--- config.mk ---
export PLATFORM = sky130hd
export DESIGN_NAME = flight_control_command_shaper
export DESIGN_NICKNAME = d
export VERILOG_FILES = /design/src/rtl/fcs_pkg.sv /design/src/rtl/fcs_cfg.sv /design/src/rtl/fcs_mul.sv /design/src/rtl/flight_control_command_shaper.sv
export SDC_FILE = /design/constraint.sdc
export NUM_CORES = 2
export LEC_CHECK = 0
export BUFFER_PORTS_ARGS = -buffer_cell sky130_fd_sc_hd__buf_2
export CAP_MARGIN = 40
export CORE_AREA = 2 2 276 333
export CTS_CLUSTER_SIZE = 24
export DETAILED_ROUTE_END_ITERATION = 7
export DIE_AREA = 0 0 278 335
export PLACE_DENSITY = 0.82
export SETUP_SLACK_MARGIN = 0.4
export SYNTH_ARGS = -nofsm -noshare
export SYNTH_HDL_FRONTEND = slang
export SYNTH_SLANG_ARGS = --single-unit
--- constraint.sdc ---
create_clock -name clk -period 11.4 [get_ports clk]
set_clock_uncertainty 0.15 [all_clocks]
set_input_delay 3.42 -clock clk [delete_from_list [all_inputs] [get_ports clk]]
set_output_delay 3.42 -clock clk [all_outputs]
set_load 0.03 [all_outputs]
--- src/rtl/fcs_pkg.sv ---
// Shared types, constants and helper functions for the flight control command shaper.
// Used by fcs_cfg, fcs_mul and the top level flight_control_command_shaper.
// Depends on nothing else.
`default_nettype none

package fcs_pkg;

    // Q1.14 unity and fixed thresholds
    localparam logic signed [15:0] Q_ONE            = 16'sd16384;
    localparam logic [14:0]        BRAKE_THRESH     = 15'd819;
    localparam logic signed [15:0] TRIM_DEADBAND    = 16'sd327;
    localparam logic [14:0]        SLAT_FLAP_THRESH = 15'd163;

    // Configuration register indexes
    localparam logic [7:0] REG_MAX_ELEVATOR = 8'd0;
    localparam logic [7:0] REG_MAX_AILERON  = 8'd1;
    localparam logic [7:0] REG_MAX_RUDDER   = 8'd2;
    localparam logic [7:0] REG_SURFACE_RATE = 8'd3;
    localparam logic [7:0] REG_TRIM_RATE    = 8'd4;
    localparam logic [7:0] REG_SLAT_RATE    = 8'd5;
    localparam logic [7:0] REG_FLAP_STEP    = 8'd6;
    localparam logic [7:0] REG_TRIM_LIMIT   = 8'd7;

    // Channel widths
    localparam int IN_DATA_W  = 136;
    localparam int OUT_DATA_W = 152;
    localparam int MUL_A_W    = 16;
    localparam int MUL_B_W    = 32;
    localparam int MUL_P_W    = MUL_A_W + MUL_B_W;

    typedef struct packed {
        logic [14:0] max_elevator;
        logic [14:0] max_aileron;
        logic [14:0] max_rudder;
        logic [15:0] surface_rate;
        logic [15:0] trim_rate;
        logic [15:0] slat_rate;
        logic [14:0] flap_step;
        logic [14:0] trim_limit;
    } cfg_t;

    typedef enum logic [3:0] {
        ST_IDLE,
        ST_LIM,
        ST_PT,
        ST_PS,
        ST_ELEV,
        ST_AIL,
        ST_RUD,
        ST_TRIM,
        ST_SLAT,
        ST_FIN,
        ST_OUT
    } state_t;

    // Clamp a Q1.14 value to the range -1 .. +1.
    function automatic logic signed [15:0] clamp_unit(input logic signed [15:0] v);
        logic signed [15:0] r;
        if (v > Q_ONE)
            r = Q_ONE;
        else if (v < -Q_ONE)
            r = -Q_ONE;
        else
            r = v;
        return r;
    endfunction

    // Magnitude of a signed 16-bit value; the most negative code gives 0x8000.
    function automatic logic [15:0] mag16(input logic signed [15:0] v);
        logic signed [16:0] w;
        w = 17'(v);
        if (v < 0)
            w = -w;
        return w[15:0];
    endfunction

endpackage

`default_nettype wire

--- src/rtl/fcs_cfg.sv ---
// Configuration register bank for the flight control command shaper.
// Depends on fcs_pkg for the register indexes and the cfg_t record.
`default_nettype none

module fcs_cfg (
    input  wire logic         clk,
    input  wire logic         rst_n,
    input  wire logic         wr_en,
    input  wire logic [7:0]   wr_index,
    input  wire logic [15:0]  wr_data,
    output fcs_pkg::cfg_t     cfg
);

    fcs_pkg::cfg_t cfg_reg;
    fcs_pkg::cfg_t cfg_next;

    always_ff @(posedge clk or negedge rst_n)
    begin
        if (!rst_n)
        begin
            cfg_reg.max_elevator <= 15'd8192;
            cfg_reg.max_aileron  <= 15'd8192;
            cfg_reg.max_rudder   <= 15'd8192;
            cfg_reg.surface_rate <= 16'd12288;
            cfg_reg.trim_rate    <= 16'd4096;
            cfg_reg.slat_rate    <= 16'd8192;
            cfg_reg.flap_step    <= 15'd4096;
            cfg_reg.trim_limit   <= 15'd15360;
        end
        else
        begin
            cfg_reg <= cfg_next;
        end
    end

    // Writes are masked to the width of the addressed register; unknown indexes are dropped.
    always_comb
    begin
        cfg_next = cfg_reg;
        if (wr_en)
        begin
            unique case (wr_index)
                fcs_pkg::REG_MAX_ELEVATOR: cfg_next.max_elevator = wr_data[14:0];
                fcs_pkg::REG_MAX_AILERON:  cfg_next.max_aileron  = wr_data[14:0];
                fcs_pkg::REG_MAX_RUDDER:   cfg_next.max_rudder   = wr_data[14:0];
                fcs_pkg::REG_SURFACE_RATE: cfg_next.surface_rate = wr_data;
                fcs_pkg::REG_TRIM_RATE:    cfg_next.trim_rate    = wr_data;
                fcs_pkg::REG_SLAT_RATE:    cfg_next.slat_rate    = wr_data;
                fcs_pkg::REG_FLAP_STEP:    cfg_next.flap_step    = wr_data[14:0];
                fcs_pkg::REG_TRIM_LIMIT:   cfg_next.trim_limit   = wr_data[14:0];
                default:                   cfg_next = cfg_reg;
            endcase
        end
    end

    assign cfg = cfg_reg;

endmodule

`default_nettype wire

--- src/rtl/fcs_mul.sv ---
// Shared sign-magnitude multiplier with a registered product.
// Depends on fcs_pkg for the operand and product widths.
`default_nettype none

module fcs_mul (
    input  wire logic                          clk,
    input  wire logic [fcs_pkg::MUL_A_W-1:0]   a_mag,
    input  wire logic                          a_neg,
    input  wire logic [fcs_pkg::MUL_B_W-1:0]   b,
    output logic      [fcs_pkg::MUL_P_W-1:0]   prod,
    output logic                               prod_neg
);

    logic [fcs_pkg::MUL_P_W-1:0] prod_reg;
    logic                        neg_reg;

    // The magnitude is kept apart from the sign so that truncation is toward zero.
    always_ff @(posedge clk)
    begin
        prod_reg <= fcs_pkg::MUL_P_W'(a_mag) * fcs_pkg::MUL_P_W'(b);
        neg_reg  <= a_neg;
    end

    assign prod     = prod_reg;
    assign prod_neg = neg_reg;

endmodule

`default_nettype wire

--- src/rtl/flight_control_command_shaper.sv ---
// Top level of the flight control command shaper: sequencer, state and result register.
// Depends on fcs_pkg, fcs_cfg (register bank) and fcs_mul (shared multiplier).
//
// Usage. One pilot-input snapshot per simulation tick arrives as a transfer on the
// s_axis channel; one shaped command set leaves as a transfer on the m_axis channel.
// Configuration registers are written through the cfg channel, which is always ready;
// writes should only be made while no snapshot is being processed.
//
// Sequencing. A snapshot is taken when s_axis_tready is high, which is the
// case only while the sequencer is idle. Eight products (the step limit, two rate-times-
// time-step products, three surface targets, the trim and the slat change) pass one
// after another through the single 16 x 32 multiplier before the result is written into
// the output register, and no new snapshot is accepted until the sequencer has written
// the result of the last one. The multiplier is the unit that sets the pace.
//
// Stalling. The result waits in the output register until m_axis_tready is high. The
// next snapshot is still taken and worked on meanwhile; only its final step waits for
// the output register to be free.
//
// Reset. rst_n clears the surfaces, trim, flaps, slats and latched switches to zero,
// loads the register defaults and leaves the output channel empty.
`default_nettype none

module flight_control_command_shaper (
    input  wire logic                              clk,
    input  wire logic                              rst_n,
    // s_axis_tdata, from bit 0 up: pitch_stick[16], roll_stick[16], pedal[16],
    // throttle_in[16], tiller_in[16], brake_pedal[16], trim_command[16],
    // time_step[16], toggle_flags[8]
    input  wire logic                              s_axis_tvalid,
    output logic                                   s_axis_tready,
    input  wire logic [fcs_pkg::IN_DATA_W-1:0]     s_axis_tdata,
    // m_axis_tdata, from bit 0 up: elevator_out[16], aileron_out[16], rudder_out[16],
    // throttle_out[15], brake_out[15], brake_on[1], steer_out[16], trim_out[16],
    // flap_out[15], slat_out[15], switch_states[6], zero padding[5]
    output logic                                   m_axis_tvalid,
    input  wire logic                              m_axis_tready,
    output logic      [fcs_pkg::OUT_DATA_W-1:0]    m_axis_tdata,
    input  wire logic                              cfg_valid,
    output logic                                   cfg_ready,
    input  wire logic [7:0]                        cfg_index,
    input  wire logic [15:0]                       cfg_data
);

    fcs_pkg::cfg_t   cfg;
    fcs_pkg::state_t state_reg;
    fcs_pkg::state_t state_next;

    // Snapshot register
    logic [fcs_pkg::IN_DATA_W-1:0]  in_reg;
    logic [fcs_pkg::IN_DATA_W-1:0]  in_next;

    // Persistent state
    logic signed [15:0] elev_reg, elev_next;
    logic signed [15:0] ail_reg,  ail_next;
    logic signed [15:0] rud_reg,  rud_next;
    logic signed [15:0] trim_reg, trim_next;
    logic [14:0]        flap_reg, flap_next;
    logic [14:0]        slat_reg, slat_next;
    logic [5:0]         latch_reg, latch_next;

    // Intermediate products kept between steps
    logic [17:0]        lim_reg, lim_next;
    logic [31:0]        pt_reg,  pt_next;
    logic [31:0]        ps_reg,  ps_next;

    // Result register
    logic [fcs_pkg::OUT_DATA_W-1:0] out_reg, out_next;
    logic                           out_valid_reg, out_valid_next;

    // Multiplier connections
    logic [fcs_pkg::MUL_A_W-1:0]    mul_a;
    logic                           mul_neg;
    logic [fcs_pkg::MUL_B_W-1:0]    mul_b;
    logic [fcs_pkg::MUL_P_W-1:0]    prod;
    logic                           prod_neg;

    // Snapshot fields
    logic signed [15:0] pitch_s, roll_s, pedal_s, throttle_s, tiller_s, brake_s, tc_s;
    logic [15:0]        dt;
    logic [7:0]         flags;

    // Working signals
    logic signed [15:0] tgt;
    logic signed [17:0] flap_a, flap_b;
    logic signed [17:0] trim_delta, trim_sum, trim_lm;
    logic signed [19:0] slat_sum;
    logic signed [15:0] slat_diff;
    logic               trim_active;
    logic               out_free;
    logic signed [15:0] thr_c, brk_c, steer_c;

    assign pitch_s    = $signed(in_reg[15:0]);
    assign roll_s     = $signed(in_reg[31:16]);
    assign pedal_s    = $signed(in_reg[47:32]);
    assign throttle_s = $signed(in_reg[63:48]);
    assign tiller_s   = $signed(in_reg[79:64]);
    assign brake_s    = $signed(in_reg[95:80]);
    assign tc_s       = $signed(in_reg[111:96]);
    assign dt         = in_reg[127:112];
    assign flags      = in_reg[135:128];

    // Moves a surface toward its target by no more than the step limit.
    function automatic logic signed [15:0] surf_step(
        input logic signed [15:0] pos,
        input logic signed [15:0] target,
        input logic [17:0]        lim
    );
        logic signed [18:0] diff;
        logic signed [18:0] lims;
        logic signed [18:0] res;
        diff = 19'(target) - 19'(pos);
        lims = $signed({1'b0, lim});
        if (diff > lims)
            res = 19'(pos) + lims;
        else if (diff < -lims)
            res = 19'(pos) - lims;
        else
            res = 19'(target);
        return res[15:0];
    endfunction

    fcs_cfg u_cfg (
        .clk      (clk),
        .rst_n    (rst_n),
        .wr_en    (cfg_valid),
        .wr_index (cfg_index),
        .wr_data  (cfg_data),
        .cfg      (cfg)
    );

    fcs_mul u_mul (
        .clk      (clk),
        .a_mag    (mul_a),
        .a_neg    (mul_neg),
        .b        (mul_b),
        .prod     (prod),
        .prod_neg (prod_neg)
    );

    always_ff @(posedge clk or negedge rst_n)
    begin
        if (!rst_n)
        begin
            state_reg     <= fcs_pkg::ST_IDLE;
            elev_reg      <= '0;
            ail_reg       <= '0;
            rud_reg       <= '0;
            trim_reg      <= '0;
            flap_reg      <= '0;
            slat_reg      <= '0;
            latch_reg     <= '0;
            out_valid_reg <= 1'b0;
        end
        else
        begin
            state_reg     <= state_next;
            elev_reg      <= elev_next;
            ail_reg       <= ail_next;
            rud_reg       <= rud_next;
            trim_reg      <= trim_next;
            flap_reg      <= flap_next;
            slat_reg      <= slat_next;
            latch_reg     <= latch_next;
            out_valid_reg <= out_valid_next;
        end
    end

    // Payload registers carry no reset.
    always_ff @(posedge clk)
    begin
        in_reg  <= in_next;
        lim_reg <= lim_next;
        pt_reg  <= pt_next;
        ps_reg  <= ps_next;
        out_reg <= out_next;
    end

    // The surface target is the registered product scaled back from Q1.14 and signed.
    always_comb
    begin
        if (prod_neg)
            tgt = -$signed({1'b0, prod[28:14]});
        else
            tgt = $signed({1'b0, prod[28:14]});
    end

    always_comb
    begin
        state_next     = state_reg;
        in_next        = in_reg;
        elev_next      = elev_reg;
        ail_next       = ail_reg;
        rud_next       = rud_reg;
        trim_next      = trim_reg;
        flap_next      = flap_reg;
        slat_next      = slat_reg;
        latch_next     = latch_reg;
        lim_next       = lim_reg;
        pt_next        = pt_reg;
        ps_next        = ps_reg;
        out_next       = out_reg;
        mul_a          = '0;
        mul_neg        = 1'b0;
        mul_b          = '0;
        flap_a         = '0;
        flap_b         = '0;
        trim_delta     = '0;
        trim_sum       = '0;
        trim_lm        = $signed({3'b000, cfg.trim_limit});
        slat_sum       = '0;
        slat_diff      = '0;
        thr_c          = '0;
        brk_c          = '0;
        steer_c        = '0;
        trim_active    = (tc_s > fcs_pkg::TRIM_DEADBAND) || (tc_s < -fcs_pkg::TRIM_DEADBAND);
        out_free       = !out_valid_reg || m_axis_tready;
        s_axis_tready  = (state_reg == fcs_pkg::ST_IDLE);

        // The output register empties on a transfer and refills in the last step.
        out_valid_next = out_valid_reg && !m_axis_tready;

        unique case (state_reg)
            fcs_pkg::ST_IDLE:
            begin
                if (s_axis_tvalid)
                begin
                    in_next    = s_axis_tdata;
                    state_next = fcs_pkg::ST_LIM;
                end
            end

            fcs_pkg::ST_LIM:
            begin
                mul_a = cfg.surface_rate;
                mul_b = 32'(dt);
                // Flap detents: down step first, then up, each clamped to 0 .. 1.
                flap_a = $signed({3'b000, flap_reg});
                if (flags[1])
                begin
                    flap_a = flap_a + $signed({3'b000, cfg.flap_step});
                    if (flap_a > 18'sd16384)
                        flap_a = 18'sd16384;
                end
                flap_b = flap_a;
                if (flags[2])
                begin
                    flap_b = flap_a - $signed({3'b000, cfg.flap_step});
                    if (flap_b < 18'sd0)
                        flap_b = 18'sd0;
                end
                flap_next = flap_b[14:0];
                // Parking brake only latches on; the other switches toggle.
                latch_next = {latch_reg[5:1] ^ flags[7:3], latch_reg[0] | flags[0]};
                state_next = fcs_pkg::ST_PT;
            end

            fcs_pkg::ST_PT:
            begin
                lim_next   = prod[31:14];
                mul_a      = cfg.trim_rate;
                mul_b      = 32'(dt);
                state_next = fcs_pkg::ST_PS;
            end

            fcs_pkg::ST_PS:
            begin
                pt_next    = prod[31:0];
                mul_a      = cfg.slat_rate;
                mul_b      = 32'(dt);
                state_next = fcs_pkg::ST_ELEV;
            end

            fcs_pkg::ST_ELEV:
            begin
                ps_next    = prod[31:0];
                mul_a      = fcs_pkg::mag16(fcs_pkg::clamp_unit(pitch_s));
                mul_neg    = pitch_s[15];
                mul_b      = 32'(cfg.max_elevator);
                state_next = fcs_pkg::ST_AIL;
            end

            fcs_pkg::ST_AIL:
            begin
                elev_next  = surf_step(elev_reg, tgt, lim_reg);
                mul_a      = fcs_pkg::mag16(fcs_pkg::clamp_unit(roll_s));
                mul_neg    = roll_s[15];
                mul_b      = 32'(cfg.max_aileron);
                state_next = fcs_pkg::ST_RUD;
            end

            fcs_pkg::ST_RUD:
            begin
                ail_next   = surf_step(ail_reg, tgt, lim_reg);
                mul_a      = fcs_pkg::mag16(fcs_pkg::clamp_unit(pedal_s));
                mul_neg    = pedal_s[15];
                mul_b      = 32'(cfg.max_rudder);
                state_next = fcs_pkg::ST_TRIM;
            end

            fcs_pkg::ST_TRIM:
            begin
                rud_next   = surf_step(rud_reg, tgt, lim_reg);
                mul_a      = fcs_pkg::mag16(tc_s);
                mul_neg    = tc_s[15];
                mul_b      = pt_reg;
                state_next = fcs_pkg::ST_SLAT;
            end

            fcs_pkg::ST_SLAT:
            begin
                // Trim integrates only outside the deadband, then saturates.
                if (prod_neg)
                    trim_delta = -$signed({3'b000, prod[46:32]});
                else
                    trim_delta = $signed({3'b000, prod[46:32]});
                trim_sum = 18'(trim_reg) + trim_delta;
                if (trim_sum > trim_lm)
                    trim_sum = trim_lm;
                if (trim_sum < -trim_lm)
                    trim_sum = -trim_lm;
                if (trim_active)
                    trim_next = trim_sum[15:0];
                // Slats ramp fully out once the flap setting exceeds SLAT_FLAP_THRESH, fully in otherwise.
                if (flap_reg > fcs_pkg::SLAT_FLAP_THRESH)
                    slat_diff = fcs_pkg::Q_ONE - $signed({1'b0, slat_reg});
                else
                    slat_diff = -$signed({1'b0, slat_reg});
                mul_a      = fcs_pkg::mag16(slat_diff);
                mul_neg    = slat_diff[15];
                mul_b      = ps_reg;
                state_next = fcs_pkg::ST_FIN;
            end

            fcs_pkg::ST_FIN:
            begin
                if (prod_neg)
                    slat_sum = 20'(slat_reg) - 20'(prod[45:28]);
                else
                    slat_sum = 20'(slat_reg) + 20'(prod[45:28]);
                if (slat_sum < 20'sd0)
                    slat_sum = 20'sd0;
                if (slat_sum > 20'sd16384)
                    slat_sum = 20'sd16384;
                slat_next  = slat_sum[14:0];
                state_next = fcs_pkg::ST_OUT;
            end

            fcs_pkg::ST_OUT:
            begin
                if (throttle_s < 16'sd0)
                    thr_c = 16'sd0;
                else if (throttle_s > fcs_pkg::Q_ONE)
                    thr_c = fcs_pkg::Q_ONE;
                else
                    thr_c = throttle_s;
                // A latched parking brake holds the brake at full unless the pedal asks more.
                if (latch_reg[0] && (brake_s < fcs_pkg::Q_ONE))
                    brk_c = fcs_pkg::Q_ONE;
                else if (brake_s < 16'sd0)
                    brk_c = 16'sd0;
                else if (brake_s > fcs_pkg::Q_ONE)
                    brk_c = fcs_pkg::Q_ONE;
                else
                    brk_c = brake_s;
                steer_c = fcs_pkg::clamp_unit(tiller_s);
                if (out_free)
                begin
                    out_next = {5'b00000, latch_reg, slat_reg, flap_reg, trim_reg, steer_c,
                                (brk_c[14:0] > fcs_pkg::BRAKE_THRESH), brk_c[14:0],
                                thr_c[14:0], rud_reg, ail_reg, elev_reg};
                    out_valid_next = 1'b1;
                    state_next     = fcs_pkg::ST_IDLE;
                end
            end

            default:
            begin
                state_next = fcs_pkg::ST_IDLE;
            end
        endcase
    end

    assign m_axis_tvalid = out_valid_reg;
    assign m_axis_tdata  = out_reg;
    assign cfg_ready     = 1'b1;

endmodule

`default_nettype wire
# Word level (Yosys, flattened, before mapping)
# Cells that the tools add are included.
# Widths: inputs -> output; s select.
# op_classes
eq_ne,19
multipliers,1
mux,52
n_addsub,25
n_reduce_logical,23
bitwise,2
order_cmp,34
# op_table
operator,count
$mux 16,27
$pmux 32 s6,1
$pmux 16 s8,1
$mux 15,8
$lt 16x1->1 const B,7
$gt 16x16->1 const B,6
$mux 18,5
$mux 20,4
$neg 16->16,5
$lt 16x15->1 const B,4
$gt 17x19->1,3
$lt 17x19->1,3
$sub 16x16->17,3
$add 16x16->16,3
$sub 16x16->16,3
$mul 16x32->47,1
$pmux 4 s11,1
$neg 15->18,2
$eq 8x3->1 const B,4
$neg 15->16,2
$reduce_and 2->1,12
$gt 20x16->1 const B,1
$lt 20x1->1 const B,1
$add 15x18->19,1
34 further kinds,48
# totals
output_inout_bits,155
register_bits,641

# Depth between registers and ports, before layout
# depth
ltp_word,9
mapped_depth,39
ltp_nobuf,37

# Modules after synthesis
# A second synthesis with hierarchy kept.
# hier_totals
cells_unflattened,5779
area_unflattened_um2,56580.5
# by_module_without_submodules
module,seq_area_each_um2,cells_each,area_per_inst_um2,n_inst
flight_control_command_shaper,13588.0,3559,34618.2,1
fcs_mul,980.9,1949,17281.6,1
fcs_cfg,3093.0,271,4680.7,1

# Least setup slack after synthesis
# No wires, ideal clock.
# synth_path
kind,register to register
start,register in_reg[2] in the netlist's numbering
end,"register u_mul.prod_reg, in the netlist u_mul.prod[32]"
stages_incl_launch_ff,38
synth_period_minus_slack_ps,9075
required_time_ps,11126
setup_ps,124
path_buffers,2
setup_slack_ps,2325
arrival_ps,8801
cell_sequence,edfxtp_1 -> or4_1 -> nor4_1 -> a31oi_1 -> mux2i_1 -> nand2_1 -> ha_1 -> clkbuf_1 -> nand3_1 -> o21ai_0 -> a21o_1 -> a22o_1 -> a221oi_1 -> o211ai_1 -> a21oi_1 -> clkbuf_1 -> nor2_1 -> fa_1 -> [2 not listed] -> fa_1 -> fa_1 -> inv_1 -> fa_1 -> inv_1 -> fa_1 -> inv_1 -> ha_1 -> a211oi_1 -> o21ai_0 -> a32oi_1 -> o21ai_0 -> a21oi_1 -> nor2_1 -> o32a_1 -> a21o_1 -> a21oi_1 -> xnor2_1
# synth_via
elab_chain_len,8
word_cells_on_any_way,10
# synth_lines
item,line_no,text
"start, declared",flight_control_command_shaper.sv:50,logic [fcs_pkg::IN_DATA_W-1:0] in_reg;
"start signal, assigned",flight_control_command_shaper.sv:172,in_reg <= in_next;
$lt 16x15->1,fcs_pkg.sv:61,else if (v < -Q_ONE)
$mux 16,fcs_pkg.sv:61,
$mux 16 (*),fcs_pkg.sv:59,if (v > Q_ONE)
$mux 16 (*),flight_control_command_shaper.sv:223,unique case (state_reg)
$neg 16->16 or $lt 16x1->1 (tied branches),"fcs_pkg.sv:73, fcs_pkg.sv:72",
$mux 16 (*),fcs_pkg.sv:72,if (v < 0)
$pmux 16 s8 (*),flight_control_command_shaper.sv:223,
$mul 16x32->47 (*),fcs_mul.sv:20,prod_reg <= fcs_pkg::MUL_P_W'(a_mag) * fcs_pkg::MUL_P_W'(b);
"end signal, assigned",fcs_mul.sv:20,
"end, declared",fcs_mul.sv:14,logic [fcs_pkg::MUL_P_W-1:0] prod_reg;
# Every way passes the cells marked *; elsewhere a longest branch is shown, timed or not. The select of a mux whose other input is x is not followed.
# A chain may end at the register's enable or synchronous reset.

# Final worst setup path
# layout_path
start,register in_reg[4] in the netlist's numbering
end,"register u_mul.prod_reg, in the netlist u_mul.prod[32]"
# Same word-level chain as after synthesis.

==> key figures <==
GRT
  • GRT Total Usage: 35.91%
  • First-pass GRT wire length: 260400 µm
  • Overflow after GRT: 0
  • Initial antenna violation count: 4
  • Vias in the first global route: 47462
  • Largest net degree at the start of global routing: 73

Timing
  • Fmax: 95.26 MHz
  • Slew headroom: 26.01%
  • Final setup TNS: 0 ns
  • Worst-margin pin slew: 1.082 ns
  • Final min period: 10.50 ns
  • Final period utilization: 92.09%
  • Pins Over Slew Limit: 0
  • Final Setup Violations: 0
  • Final hold vios: 0
  • RSZ-0062 raised after global routing: false

Drt
  • Total wire length: 167200 µm
  • Post-route antenna net violation count: 0
  • Starting DRT DRC Count: 4465
  • Via count: 46287
  • Via-per-instance ratio: 6.406
  • DR WL/cell: 23.14 µm
  • DRT Pass-1 Iters: 7
  • DRC: 0

Worst setup path
  • Critical path startpoint category: flop
  • Worst EP required: 11.80 ns
  • Critical path capture point type: flop
  • Critical path class: flop to flop
  • Most common cell on crit path: fa_1
  • CP peak stage delay: 0.55 ns
  • Worst Path Max Fanout: 24
  • Slowest cell on crit path: or4_1
  • CP arrival: 10.90 ns

Cells and area
  • Largest register FFs: 147
  • Area growth, synth to finish: 9.905%
  • Nets: 7080
  • Share of cells above drive strength 1: 12.57%
  • Most frequent cells in the layout: 676 x inv_1, 540 x nand2_1, 484 x ha_1, 431 x fa_1, 371 x nor2_1
  • Most common cell after layout, fill and taps aside: inv_1

Clocking
  • Max Buffers Root-to-Sink: 3
  • Post_cts resized: 0
  • Hold Buf Count CTS: 0
  • Skew-Pair Late Insertion Delay: 0.65 ns
  • Root buffer cell: clkbuf_16
  • CTS buffer count: 68
  • Postcts setup bufs: 0
  • TritonCTS Sinks: 641
  • CTS tree: built
  • Reg clk slew, reported paths: 0.07 ns
  • H-tree lvl count: 3

Synthesis
  • Post-Syn Area: 56200 µm²
  • Synthesis-stage register bit count: 641
  • Gate Count Post-Synth: 5740
  • Syn_area_per_cell: 9.791 µm²
  • Most used DFF post-synth: edfxtp_1
  • Post-synth EDFFs: 365
  • Seq/Total Area, Yosys: 31.39%
  • Post-synthesis cell type count: 97
  • Post-synthesis async set-or-reset flop share: 35.57%
  • Syn. warnings: 0

Floorplanning
  • Die height: 335 µm
  • Die W: 278 µm
  • Core region area: 90080 µm²
  • Core Rows: 121
  • Number of primary I/O pins: 320
  • Die ar.: 93130 µm²
  • Starting Density: 62.39%

Placement
  • Post-detail-place hpwl: 127700 µm
  • Final RePlAce weighted congestion: 0.9789
  • IO Port Bufs: 313

Hold path
  • HP Class: flop to flop

Outcome
  • Status: complete, no violations

Flow run
  • Maxcap violations: 0
## final timing paths
check                                                   to  cells past startpoint  slack [ns]                   from
worst min register to register         pt_reg[6]$_DFFE_PP_                      0        0.27  u_mul.prod[6]$_DFF_P_
max in group asynchronous        u_cfg.cfg[11]$_DFFE_PN1P_                      3        6.71                  rst_n
worst min-delay path                   pt_reg[6]$_DFFE_PP_                      0        0.27  u_mul.prod[6]$_DFF_P_
min in group asynchronous       u_cfg.cfg[113]$_DFFE_PN0P_                      1        2.58                  rst_n
worst max register to register      u_mul.prod[32]$_DFF_P_                     37        0.90    in_reg[4]$_DFFE_PP_
worst max-delay path                u_mul.prod[32]$_DFF_P_                     37        0.90    in_reg[4]$_DFFE_PP_
## cells by family (layout without fill, tap and decap cells)
family                     Yosys count  in the layout  synth area share (%)
DFF                                641            641                 31.39
other                                2              9               0.01336
and+or+nand+nor                   1642           1642                 13.98
AOI/OAI and AO/OA                 1206           1206                 14.88
buffers and inverters              902           1213                 6.136
xor gates and xnor gates           256            256                 3.989
adders and majority gates          915            915                 26.13
muxes                              176            176                 3.482
## Yosys cell counts (80+ instances only)
| cell type | count | share of area (%) |
|---|---|---|
| nor2_1 | 377 | 2.5 |
| inv_1 | 677 | 4.5 |
| fa_1 | 431 | 15 |
| xnor2_1 | 183 | 2.9 |
| a22oi_1 | 80 | 1.1 |
| clkbuf_1 | 180 | 1.2 |
| nor3_1 | 90 | 0.80 |
| nand2_1 | 540 | 3.6 |
| ha_1 | 484 | 11 |
| o21ai_0 | 181 | 1.6 |
| and2_1 | 114 | 1.3 |
| edfxtp_1 | 365 | 20 |
| a21o_1 | 89 | 1.2 |
| dfrtp_1 | 216 | 9.6 |
| nand3_1 | 94 | 0.84 |
| mux2_2 | 156 | 3.1 |
| nand2b_1 | 100 | 1.1 |
| a21oi_1 | 222 | 2.0 |
## area by class of cell
class | count | area [µm²]
Sequential cell | 641 | 17640
Clock buffer | 80 | 1828
Inverter | 680 | 2552
Clock inverter | 45 | 614.3
Timing Repair Buffer | 408 | 2369
Multi-Input combinational cell | 4201 | 35290
Fill cell | 6813 | 28310
Tap cell | 1168 | 1461
Antenna cell | 3 | 7.507
## through the flow
step | hold WS, ns | instances | setup slack, ns | instance area (µm²) | utilization, %
CTS | 0.2658 | 7223 | 1.174 | 61760 | 68.56
global placement | 0.2571 | 7076 | 1.512 | 59070 | 65.58
floorplan | 0.2537 | 5744 | 2.325 | 56220 | -
global route | 0.2656 | 7225 | 0.4141 | 61770 | 68.57
finish | 0.2720 | 7226 | 0.9021 | 61770 | 68.57
detailed placement | 0.2666 | 7098 | 1.236 | 59320 | 65.85
## critical path, delay by kind of cell (launching register included)
| family | cells | cell delay [ns] |
|---|---|---|
| buf+inv | 6 | 0.81 |
| xor+xnor | 1 | 0.13 |
| mux | 1 | 0.17 |
| fa+ha+maj | 8 | 3.63 |
| compound gates | 15 | 3.69 |
| flops | 1 | 0.49 |
| simple gates | 6 | 1.31 |
## per-layer routing
| layer | up-vias | wire length, µm | GRT usage, % |
|---|---|---|---|
| met3 | 623 | 15310 | 6.898 |
| met2 | 2467 | 79500 | 60.63 |
| met1 | 22626 | 61910 | 43.19 |
| li1 | 20571 | - | - |
| met4 | 0 | 10480 | 20.30 |
| met5 | - | 0 | 0 |
Power is not shown: default switching activity piles up to over one toggle a cycle in this logic, so the estimate is an artifact.
